--- src/design/lfpes_pkg.sv ---
// shared types and constants of the line follower pid controller
package lfpes_pkg;

	localparam int QDEPTH = 2;
	localparam int QPTR_W = $clog2(QDEPTH);
	localparam int QCNT_W = $clog2(QDEPTH + 1);

	localparam logic [2:0] REG_PROP   = 3'd0;
	localparam logic [2:0] REG_INTEG  = 3'd1;
	localparam logic [2:0] REG_DERIV  = 3'd2;
	localparam logic [2:0] REG_HALF   = 3'd3;
	localparam logic [2:0] REG_BOOST  = 3'd4;
	localparam logic [2:0] REG_BLACK  = 3'd5;
	localparam logic [2:0] REG_CENTER = 3'd6;
	localparam logic [2:0] REG_TRIG   = 3'd7;

	localparam logic [2:0] BASE_NORMAL     = 3'd6;
	localparam logic [2:0] BASE_RAMP       = 3'd4;
	localparam logic [2:0] BASE_RESET      = 3'd5;
	localparam logic [1:0] RAMP_STEP_TICKS = 2'd3;
	localparam int         DUTY_LIMIT      = 100;
	localparam int         STEER_LIMIT     = 127;

	typedef struct packed {
		logic [15:0] prop_gain_q8;
		logic [15:0] integ_gain_q8;
		logic [15:0] deriv_gain_per_dt_q8;
		logic [15:0] half_tick_q16;
		logic [15:0] boost_gain_q8;
		logic [6:0]  black_level;
		logic [6:0]  center_level;
		logic [30:0] trigger_count;
	} cfg_t;

	// one classified tick on its way to the arithmetic
	typedef struct packed {
		logic signed [7:0] err;
		logic signed [7:0] prev;
		logic              boost_on;
		logic [2:0]        base_duty;
		logic              on_right;
		logic [6:0]        target;
	} tick_t;

	typedef struct packed {
		logic on_right;
		logic triggered;
	} fr_stat_t;

	typedef struct packed {
		logic idle;
		logic at_out;
	} bk_stat_t;

endpackage

--- src/design/lfpes_front.sv ---
// front end: target ramp sequencing, error and trigger handling per tick
module lfpes_front import lfpes_pkg::*; (
	input  logic              clk,
	input  logic              arst_n,
	input  cfg_t              cfg,
	input  logic              accept,
	input  logic [6:0]        reflection,
	input  logic [31:0]       encoder_count,
	output tick_t             tick,
	output fr_stat_t          stat
);

	logic [6:0]        target_q, n_target;
	logic signed [7:0] prev_q;
	logic [1:0]        tick_q, n_tick, tick_inc;
	logic              edge_q, n_edge;
	logic              past_q, n_past;
	logic              ramp_q, n_ramp;
	logic              trig_q, n_trig;
	logic              boost_q, n_boost;
	logic [2:0]        base_q, n_base;
	logic signed [7:0] err;
	logic              fire;

	always_comb begin
		n_target = target_q;
		n_tick   = tick_q;
		n_edge   = edge_q;
		n_past   = past_q;
		n_ramp   = ramp_q;
		n_trig   = trig_q;
		n_boost  = boost_q;
		n_base   = base_q;
		tick_inc = tick_q + 2'd1;
		fire     = (tick_inc == RAMP_STEP_TICKS);
		if (!ramp_q) begin
			n_target = cfg.center_level;
			n_boost  = 1'b0;
			n_base   = BASE_NORMAL;
		end else if (!past_q && target_q > cfg.black_level) begin
			n_base = BASE_RAMP;
			n_tick = fire ? 2'd0 : tick_inc;
			if (fire) begin
				n_boost  = 1'b1;
				n_target = target_q - 7'd1;
			end
		end else if (!past_q && target_q == cfg.black_level) begin
			n_base = BASE_RAMP;
			n_tick = fire ? 2'd0 : tick_inc;
			if (fire) begin
				n_boost = 1'b1;
				n_edge  = 1'b1;
				n_past  = 1'b1;
			end
		end else if (past_q && target_q < cfg.center_level) begin
			n_base = BASE_RAMP;
			n_tick = fire ? 2'd0 : tick_inc;
			if (fire) begin
				n_boost  = 1'b1;
				n_target = target_q + 7'd1;
			end
			if (n_target == cfg.center_level) begin
				n_past = 1'b0;
				n_ramp = 1'b0;
			end
		end
		// ramp starts once, checked after this tick's result
		if ($signed(encoder_count) >= $signed({1'b0, cfg.trigger_count}) && !trig_q) begin
			n_ramp = 1'b1;
			n_trig = 1'b1;
		end
	end

	assign err = $signed({1'b0, n_target}) - $signed({1'b0, reflection});

	assign tick.err        = err;
	assign tick.prev       = prev_q;
	assign tick.boost_on   = n_boost;
	assign tick.base_duty  = n_base;
	assign tick.on_right   = n_edge;
	assign tick.target     = n_target;

	assign stat.on_right   = edge_q;
	assign stat.triggered  = trig_q;

	always_ff @(posedge clk or negedge arst_n) begin
		if (!arst_n) begin
			target_q <= '0;
			prev_q   <= '0;
			tick_q   <= '0;
			edge_q   <= 1'b0;
			past_q   <= 1'b0;
			ramp_q   <= 1'b0;
			trig_q   <= 1'b0;
			boost_q  <= 1'b0;
			base_q   <= BASE_RESET;
		end else if (accept) begin
			target_q <= n_target;
			prev_q   <= err;
			tick_q   <= n_tick;
			edge_q   <= n_edge;
			past_q   <= n_past;
			ramp_q   <= n_ramp;
			trig_q   <= n_trig;
			boost_q  <= n_boost;
			base_q   <= n_base;
		end
	end

endmodule

--- src/design/lfpes_queue.sv ---
// short queue between the front end and the arithmetic back end
module lfpes_queue import lfpes_pkg::*; (
	input  logic  clk,
	input  logic  arst_n,
	input  logic  push,
	input  tick_t push_data,
	output logic  not_full,
	input  logic  pop,
	output logic  not_empty,
	output tick_t pop_data
);

	tick_t              mem_q [QDEPTH];
	logic [QPTR_W-1:0]  wr_q, rd_q;
	logic [QCNT_W-1:0]  cnt_q;

	assign not_full  = (cnt_q != QCNT_W'(QDEPTH));
	assign not_empty = (cnt_q != '0);
	assign pop_data  = mem_q[rd_q];

	always_ff @(posedge clk) begin
		if (push) begin
			mem_q[wr_q] <= push_data;
		end
	end

	always_ff @(posedge clk or negedge arst_n) begin
		if (!arst_n) begin
			wr_q  <= '0;
			rd_q  <= '0;
			cnt_q <= '0;
		end else begin
			if (push) begin
				wr_q <= (wr_q == QPTR_W'(QDEPTH - 1)) ? '0 : wr_q + 1'b1;
			end
			if (pop) begin
				rd_q <= (rd_q == QPTR_W'(QDEPTH - 1)) ? '0 : rd_q + 1'b1;
			end
			if (push && !pop) begin
				cnt_q <= cnt_q + 1'b1;
			end else if (pop && !push) begin
				cnt_q <= cnt_q - 1'b1;
			end
		end
	end

endmodule

--- src/design/lfpes_back.sv ---
// back end: integral, steering and duty saturation as a multi-cycle sequence
module lfpes_back import lfpes_pkg::*; (
	input  logic              clk,
	input  logic              arst_n,
	input  cfg_t              cfg,
	input  logic              q_valid,
	input  tick_t             q_data,
	output logic              q_pop,
	output logic              out_valid,
	input  logic              out_ready,
	output logic signed [7:0] left_duty,
	output logic signed [7:0] right_duty,
	output logic [6:0]        target_level,
	output bk_stat_t          stat
);

	localparam logic [2:0] ST_IDLE = 3'd0;
	localparam logic [2:0] ST_MUL  = 3'd1;
	localparam logic [2:0] ST_ACC  = 3'd2;
	localparam logic [2:0] ST_INT  = 3'd3;
	localparam logic [2:0] ST_KI   = 3'd4;
	localparam logic [2:0] ST_SUM  = 3'd5;
	localparam logic [2:0] ST_RND  = 3'd6;
	localparam logic [2:0] ST_OUT  = 3'd7;

	logic [2:0]         state_q;
	tick_t              ent_q;
	logic signed [31:0] integ_q;
	logic signed [25:0] pi_q, pp_q, dp_q;
	logic signed [48:0] acc_q, kip_q;
	logic signed [26:0] pd_q;
	logic signed [49:0] total_q;
	logic signed [7:0]  steer_q;
	logic               out_valid_q;
	logic signed [7:0]  left_q, right_q;
	logic [6:0]         target_q;

	logic signed [8:0]  esum, ediff;
	logic signed [17:0] gain;
	logic signed [48:0] acc_rnd;
	logic signed [32:0] acc_sh;
	logic signed [31:0] integ_sat;
	logic signed [49:0] tot_rnd;
	logic signed [41:0] steer_full;
	logic signed [7:0]  steer_sat;
	logic signed [8:0]  steer_dir;
	logic signed [9:0]  left_raw, right_raw;
	logic signed [7:0]  left_sat, right_sat;
	logic               load_out;

	assign esum  = 9'(ent_q.err) + 9'(ent_q.prev);
	assign ediff = 9'(ent_q.err) - 9'(ent_q.prev);
	assign gain  = $signed({2'b00, cfg.prop_gain_q8})
		+ (ent_q.boost_on ? $signed({2'b00, cfg.boost_gain_q8}) : 18'sd0);

	// division by 2^16 truncated toward zero, then held to the 32-bit range
	assign acc_rnd = acc_q + (acc_q[48] ? 49'sd65535 : 49'sd0);
	assign acc_sh  = acc_rnd[48:16];
	assign integ_sat = (acc_sh[32] != acc_sh[31]) ?
		(acc_sh[32] ? 32'sh8000_0000 : 32'sh7fff_ffff) : acc_sh[31:0];

	assign tot_rnd    = total_q + (total_q[49] ? 50'sd255 : 50'sd0);
	assign steer_full = tot_rnd[49:8];
	assign steer_sat  = (steer_full > 42'(STEER_LIMIT)) ? 8'(STEER_LIMIT) :
		(steer_full < -42'(STEER_LIMIT)) ? -8'(STEER_LIMIT) : steer_full[7:0];

	assign steer_dir = ent_q.on_right ? 9'(steer_q) : -9'(steer_q);
	assign left_raw  = $signed({7'b0, ent_q.base_duty}) + 10'(steer_dir);
	assign right_raw = $signed({7'b0, ent_q.base_duty}) - 10'(steer_dir);
	assign left_sat  = (left_raw > 10'(DUTY_LIMIT)) ? 8'(DUTY_LIMIT) :
		(left_raw < -10'(DUTY_LIMIT)) ? -8'(DUTY_LIMIT) : left_raw[7:0];
	assign right_sat = (right_raw > 10'(DUTY_LIMIT)) ? 8'(DUTY_LIMIT) :
		(right_raw < -10'(DUTY_LIMIT)) ? -8'(DUTY_LIMIT) : right_raw[7:0];

	assign q_pop    = (state_q == ST_IDLE) && q_valid;
	assign load_out = (state_q == ST_OUT) && (!out_valid_q || out_ready);

	assign out_valid    = out_valid_q;
	assign left_duty    = left_q;
	assign right_duty   = right_q;
	assign target_level = target_q;
	assign stat.idle    = (state_q == ST_IDLE);
	assign stat.at_out  = (state_q == ST_OUT);

	always_ff @(posedge clk) begin
		case (state_q)
			ST_IDLE: begin
				if (q_valid) begin
					ent_q <= q_data;
				end
			end
			ST_MUL: begin
				pi_q <= esum * $signed({1'b0, cfg.half_tick_q16});
				pp_q <= gain * ent_q.err;
				dp_q <= $signed({1'b0, cfg.deriv_gain_per_dt_q8}) * ediff;
			end
			ST_ACC: begin
				acc_q <= $signed({integ_q[31], integ_q, 16'b0}) + 49'(pi_q);
				pd_q  <= 27'(pp_q) + 27'(dp_q);
			end
			ST_KI: begin
				kip_q <= $signed({1'b0, cfg.integ_gain_q8}) * integ_q;
			end
			ST_SUM: begin
				total_q <= 50'(kip_q) + 50'(pd_q);
			end
			ST_RND: begin
				steer_q <= steer_sat;
			end
			ST_OUT: begin
				if (load_out) begin
					left_q   <= left_sat;
					right_q  <= right_sat;
					target_q <= ent_q.target;
				end
			end
			default: begin
			end
		endcase
	end

	always_ff @(posedge clk or negedge arst_n) begin
		if (!arst_n) begin
			state_q     <= ST_IDLE;
			integ_q     <= '0;
			out_valid_q <= 1'b0;
		end else begin
			if (load_out) begin
				out_valid_q <= 1'b1;
			end else if (out_ready) begin
				out_valid_q <= 1'b0;
			end
			case (state_q)
				ST_IDLE: begin
					if (q_valid) begin
						state_q <= ST_MUL;
					end
				end
				ST_MUL: state_q <= ST_ACC;
				ST_ACC: state_q <= ST_INT;
				ST_INT: begin
					integ_q <= integ_sat;
					state_q <= ST_KI;
				end
				ST_KI:  state_q <= ST_SUM;
				ST_SUM: state_q <= ST_RND;
				ST_RND: state_q <= ST_OUT;
				ST_OUT: begin
					if (load_out) begin
						state_q <= ST_IDLE;
					end
				end
				default: state_q <= ST_IDLE;
			endcase
		end
	end

endmodule

--- src/design/line_follow_pid_edge_switch_top.sv ---
// top level of the line follower pid controller with edge switch
//
// one input beat per control tick: reflection and the left encoder count.
// one output beat per input beat: left and right duty limits (saturated to
// +/-100) and the brightness target used for that tick, in input order.
// both channels are valid/ready; the apb port sets gains, levels and trigger
// and must only be written while no tick is in flight.
// the front end sequences the target ramp and the edge switch and computes
// the error in the accepting cycle, then drops the tick into a two-entry
// queue, so input beats are taken back to back until the queue fills.
// the back end works one tick at a time through its steps (load, products,
// integral add, saturate, integral gain product, sum, round, duty), in an
// order set by the chain of dependent multiplies through the integral; it
// takes the next tick from the queue only after the previous one has left
// the duty step.
// a stalled receiver holds the output register; the back end then waits in
// its last step, the queue fills and in_ready drops.
// reset clears the pid and ramp state, loads the register defaults and
// empties the queue and output register.
module line_follow_pid_edge_switch_top import lfpes_pkg::*; (
	input  logic              clk,
	input  logic              arst_n,
	input  logic              psel,
	input  logic              penable,
	input  logic              pwrite,
	input  logic [4:0]        paddr,
	input  logic [31:0]       pwdata,
	output logic [31:0]       prdata,
	output logic              pready,
	input  logic              in_valid,
	output logic              in_ready,
	input  logic [6:0]        reflection,
	input  logic signed [31:0] encoder_count,
	output logic              out_valid,
	input  logic              out_ready,
	output logic signed [7:0] left_duty,
	output logic signed [7:0] right_duty,
	output logic [6:0]        target_level
);

	cfg_t     cfg_q;
	tick_t    fr_tick, q_data;
	fr_stat_t fr_stat;
	bk_stat_t bk_stat;
	logic     in_accept, q_valid, q_pop, q_not_full;
	logic     cfg_wr;

	assign pready    = 1'b1;
	assign cfg_wr    = psel && penable && pwrite;
	assign in_ready  = q_not_full;
	assign in_accept = in_valid && in_ready;

	always_ff @(posedge clk or negedge arst_n) begin
		if (!arst_n) begin
			cfg_q.prop_gain_q8         <= 16'd256;
			cfg_q.integ_gain_q8        <= 16'd0;
			cfg_q.deriv_gain_per_dt_q8 <= 16'd0;
			cfg_q.half_tick_q16        <= 16'd131;
			cfg_q.boost_gain_q8        <= 16'd44;
			cfg_q.black_level          <= 7'd0;
			cfg_q.center_level         <= 7'd50;
			cfg_q.trigger_count        <= 31'd720;
		end else if (cfg_wr) begin
			case (paddr[4:2])
				REG_PROP:   cfg_q.prop_gain_q8         <= pwdata[15:0];
				REG_INTEG:  cfg_q.integ_gain_q8        <= pwdata[15:0];
				REG_DERIV:  cfg_q.deriv_gain_per_dt_q8 <= pwdata[15:0];
				REG_HALF:   cfg_q.half_tick_q16        <= pwdata[15:0];
				REG_BOOST:  cfg_q.boost_gain_q8        <= pwdata[15:0];
				REG_BLACK:  cfg_q.black_level          <= pwdata[6:0];
				REG_CENTER: cfg_q.center_level         <= pwdata[6:0];
				REG_TRIG:   cfg_q.trigger_count        <= pwdata[30:0];
				default: begin
				end
			endcase
		end
	end

	always_comb begin
		case (paddr[4:2])
			REG_PROP:   prdata = {16'b0, cfg_q.prop_gain_q8};
			REG_INTEG:  prdata = {16'b0, cfg_q.integ_gain_q8};
			REG_DERIV:  prdata = {16'b0, cfg_q.deriv_gain_per_dt_q8};
			REG_HALF:   prdata = {16'b0, cfg_q.half_tick_q16};
			REG_BOOST:  prdata = {16'b0, cfg_q.boost_gain_q8};
			REG_BLACK:  prdata = {25'b0, cfg_q.black_level};
			REG_CENTER: prdata = {25'b0, cfg_q.center_level};
			REG_TRIG:   prdata = {1'b0, cfg_q.trigger_count};
			default:    prdata = '0;
		endcase
	end

	lfpes_front u_front (
		.clk           (clk),
		.arst_n        (arst_n),
		.cfg           (cfg_q),
		.accept        (in_accept),
		.reflection    (reflection),
		.encoder_count (encoder_count),
		.tick          (fr_tick),
		.stat          (fr_stat)
	);

	lfpes_queue u_queue (
		.clk       (clk),
		.arst_n    (arst_n),
		.push      (in_accept),
		.push_data (fr_tick),
		.not_full  (q_not_full),
		.pop       (q_pop),
		.not_empty (q_valid),
		.pop_data  (q_data)
	);

	lfpes_back u_back (
		.clk          (clk),
		.arst_n       (arst_n),
		.cfg          (cfg_q),
		.q_valid      (q_valid),
		.q_data       (q_data),
		.q_pop        (q_pop),
		.out_valid    (out_valid),
		.out_ready    (out_ready),
		.left_duty    (left_duty),
		.right_duty   (right_duty),
		.target_level (target_level),
		.stat         (bk_stat)
	);

	// duties always lie within the saturation limits
	a_duty_range: assert property (@(posedge clk) disable iff (!arst_n)
		out_valid |-> (left_duty <= 8'sd100 && left_duty >= -8'sd100 &&
			right_duty <= 8'sd100 && right_duty >= -8'sd100))
		else $error("duty outside saturation limits");

	// a tick taken from the queue reaches the duty step after the steps from products through round
	a_seq_len: assert property (@(posedge clk) disable iff (!arst_n)
		q_pop |-> ##7 bk_stat.at_out)
		else $error("back end sequence length wrong");

	// leaving the duty step always presents a beat
	a_out_load: assert property (@(posedge clk) disable iff (!arst_n)
		(bk_stat.at_out && !(out_valid && !out_ready)) |=> (bk_stat.idle && out_valid))
		else $error("duty step finished without output beat");

	// the trigger and the switch to the right edge are one-way
	a_latched: assert property (@(posedge clk) disable iff (!arst_n)
		(fr_stat.triggered || fr_stat.on_right) |=>
			(fr_stat.triggered && (fr_stat.on_right || !$past(fr_stat.on_right))))
		else $error("trigger or edge state fell back");

endmodule

--- config.mk ---
export PLATFORM = sky130hd
export DESIGN_NAME = line_follow_pid_edge_switch_top
export DESIGN_NICKNAME = d
export VERILOG_FILES = /design/src/design/lfpes_pkg.sv /design/src/design/lfpes_front.sv /design/src/design/lfpes_queue.sv /design/src/design/lfpes_back.sv /design/src/design/line_follow_pid_edge_switch_top.sv
export SDC_FILE = /design/constraint.sdc
export NUM_CORES = 2
export LEC_CHECK = 0
export ABC_AREA = 1
export BUFFER_PORTS_ARGS = -buffer_cell sky130_fd_sc_hd__clkbuf_2
export CAP_MARGIN = 20
export CORE_ASPECT_RATIO = 1.1
export CORE_UTILIZATION = 40
export DETAILED_ROUTE_END_ITERATION = 16
export PLACE_DENSITY = 0.58
export SYNTH_ARGS = -nofsm -noshare
export SYNTH_HDL_FRONTEND = slang
export SYNTH_SLANG_ARGS = --single-unit
--- constraint.sdc ---
create_clock -name clk -period 10.7 [get_ports clk]
set_input_delay 2.14 -clock clk [delete_from_list [all_inputs] [get_ports clk]]
set_output_delay 2.14 -clock clk [all_outputs]
set_load 0.02 [all_outputs]
==> flow_metrics.tcl <==
set metrics [dict create \
    status "finished clean" \
    globalplace.congestion 0.918 \
    crit_path_end_kind "flip-flop" \
    setup-violations-final 0 \
    startpoint "u_back.ent_q[20]$_DFFE_PP_" \
    drv_slew 0 \
    finalSetupTns_ps 0 \
    grt_max_degree 73 \
    num_rows 155 \
    drc 0 \
    post-route-period-util_pct 73.8 \
    worstPathArrival_ps 8330 \
    worstSkewPairLatency_ps 690 \
    fmax_ghz 0.127 \
    cts_resized 0 \
    start_util_pct 40.3 \
    synth-seq-cells 558 \
    dp_hpwl_um 147000 \
    critical-path-slowest-cell "fa_1" \
    fin_worst_skew_ps 41.0 \
    synth_ff_type "edfxtp_1" \
    yosysWarningCount 0 \
    required_ps 11130 \
    dieHeight_um 426 \
    synth_edf_count 368 \
    syn2layout_area_growth_pct 7.51 \
    crit_fanout 16 \
    drive_gt1_share_pct 5.06 \
    cts_tree "built" \
    track_usage_pct 22.6 \
    r2r_slack_ps 2800 \
    root_buffer "clkbuf_16" \
    r2r_end "u_back.dp_q[21]$_DFFE_PP_" \
    wirelength_um 183000 \
    crit_type "flip-flop to flip-flop" \
    fin_area_sq_mm 0.0703 \
    cts_setup_buffers 0 \
    cts.sink_count 558 \
    numCtsBuffers 58 \
    reg2reg_from "u_back.ent_q[20]$_DFFE_PP_" \
    dr.first_iter.drc_count 2844 \
    grt-ovfl-total 0 \
    endpoint "u_back.dp_q[21]$_DFFE_PP_" \
    finalHoldViolCount 0 \
    synthArstFlopShare_pct 34.1 \
    syn_inst 8012 \
    max_cap_violations 0 \
    num-fill-cells 16300 \
    worstRegToRegCells 30 \
    nNetsFinal 9454 \
    vias 51300 \
    synth.avg_cell_area_sq_um 8.16 \
    coreArea_sq_mm 0.162 \
    antenna_found_initial 2 \
    worst_pin_slew_ps 1120 \
    min_path_type "flip-flop to flip-flop" \
    port_buffers 135 \
    crit_top_cell "inv_1" \
    grt_pass1_wl_um 295000 \
    synth_area_sq_mm 0.0654 \
    dieArea_sq_mm 0.165 \
    final_core_util_pct 43.3 \
    clkTransAtPathRegs_ps 70 \
    hold_buffers 0 \
    critPathMaxStageDelay_ps 560 \
    h-tree-depth 2 \
    drt-wirelength-per-cell_um 17.9 \
    yosysSeqAreaShare_pct 24.2 \
    cp-start-kind "flip-flop" \
    viasPerCell 5.03 \
    slew-limit-headroom_pct 25.1 \
    dieWidth_um 387 \
    multi_input_area_sq_mm 0.0423 \
    synth.net_count 9421 \
    netlist-cell-type-count 70 \
    final-seq-area_sq_mm 0.0158 \
    final_common_cell "nand2_1" \
    placed_cell_area_sq_mm 0.0683 \
    num_antenna_cells 0 \
    dr.pass1.iters 6 \
    grt_setup_unrepaired "no" \
    clock_path_buffers 3 \
    ant_nets 0 \
    grt_pass1_vias 53500 \
    io_pins 141 \
    min_period_ps 7900 \
    final_cell_mix "1831 x nand2_1, 1680 x inv_1, 787 x fa_1" \
]
-- registers in the layout, indices dropped and copies added, names as in the netlist, 26 cells and up --
signal,count
u_back.integ_q,32
u_back.kip_q,49
u_back.pp_q,26
u_back.pd_q,27
u_queue.mem_q,56
cfg_q,125
u_back.total_q,50
u_back.ent_q,28
u_back.pi_q,26
u_back.dp_q,26
u_back.acc_q,49
-- cell usage after synthesis (all sizes together) (25+ instances only) --
master / count / area (sq um)
a31oi: 32 / 200
inv: 1693 / 6360
o22ai: 25 / 156
nand2: 1852 / 7020
xnor2: 87 / 762
buf: 25 / 146
a21o: 40 / 300
nor3: 51 / 265
edfxtp: 368 / 11100
ha: 539 / 6740
nand3: 233 / 1210
fa: 787 / 15800
a21oi: 406 / 2040
o21ai: 305 / 1570
nand4: 41 / 257
clkbuf: 194 / 731
xor2: 176 / 1610
dfrtp: 174 / 4350
nor2: 781 / 2990
-- final cells by class --
cell class              instances  area share, %
flip-flops and latches        558           22.5
inverters                    1697           9.07
multi-input cells            5538           60.3
clock inverters                31          0.488
clock buffers                  79           2.25
well taps                    2119           3.77
repair buffers                192           1.65
-- cells by family (layout without fill, tap and decap cells) --
group	count (synthesis)	after routing	share of synthesized area, %
compound gates	914	914	7.89
xor+xnor	263	263	3.63
fa+ha+maj	1326	1326	34.4
buf+inv	1916	1999	11.1
flops	558	558	24.2
other cells	2	2	0.0115
simple gates	3033	3033	18.7
-- critical path: cells and delay by family, from the launching register on --
kind / cells / cell delay, ps
AOI/OAI and AO/OA: 8 / 1830
xor gates and xnor gates: 1 / 100
adders and majority gates: 8 / 3650
buffers and inverters: 8 / 900
DFF: 1 / 430
and+or+nand+nor: 5 / 720
-- through the flow --
stage                     hold WS, ps  instances  setup WS, ps
after CTS                         417      10200          2790
final                             414      10200          2800
after global routing              419      10200          2200
after detailed placement          405      10100          2800
after floorplan                   400       8012          3930
after global placement            401      10100          2760
-- per-layer routing --
metal	up-vias	GRT usage [%]	share of wire, %
li1	24800	-	-
met3	268	2.09	4.3
met4	0	7.37	3.5
met5	-	0	0
met1	25000	28.1	42
met2	1207	41.2	50
-- worst min path at each step --
stage | cells after the start | startpoint | slack, ps | endpoint
after floorplan | 0 | u_back.pi_q[0]$_DFFE_PP_ | 400 | u_back.acc_q[0]$_DFFE_PP_
after global placement | 0 | u_back.pi_q[6]$_DFFE_PP_ | 400 | u_back.acc_q[6]$_DFFE_PP_
after detailed placement | 0 | u_back.pi_q[2]$_DFFE_PP_ | 410 | u_back.acc_q[2]$_DFFE_PP_
after CTS | 0 | u_back.ent_q[4]$_DFFE_PP_ | 420 | u_back.target_level[4]$_DFFE_PP_
after global routing | 0 | u_back.ent_q[4]$_DFFE_PP_ | 420 | u_back.target_level[4]$_DFFE_PP_
final | 0 | u_back.ent_q[4]$_DFFE_PP_ | 410 | u_back.target_level[4]$_DFFE_PP_
Power is not shown: default switching activity piles up to over one toggle a cycle in this logic, so the estimate is an artifact.
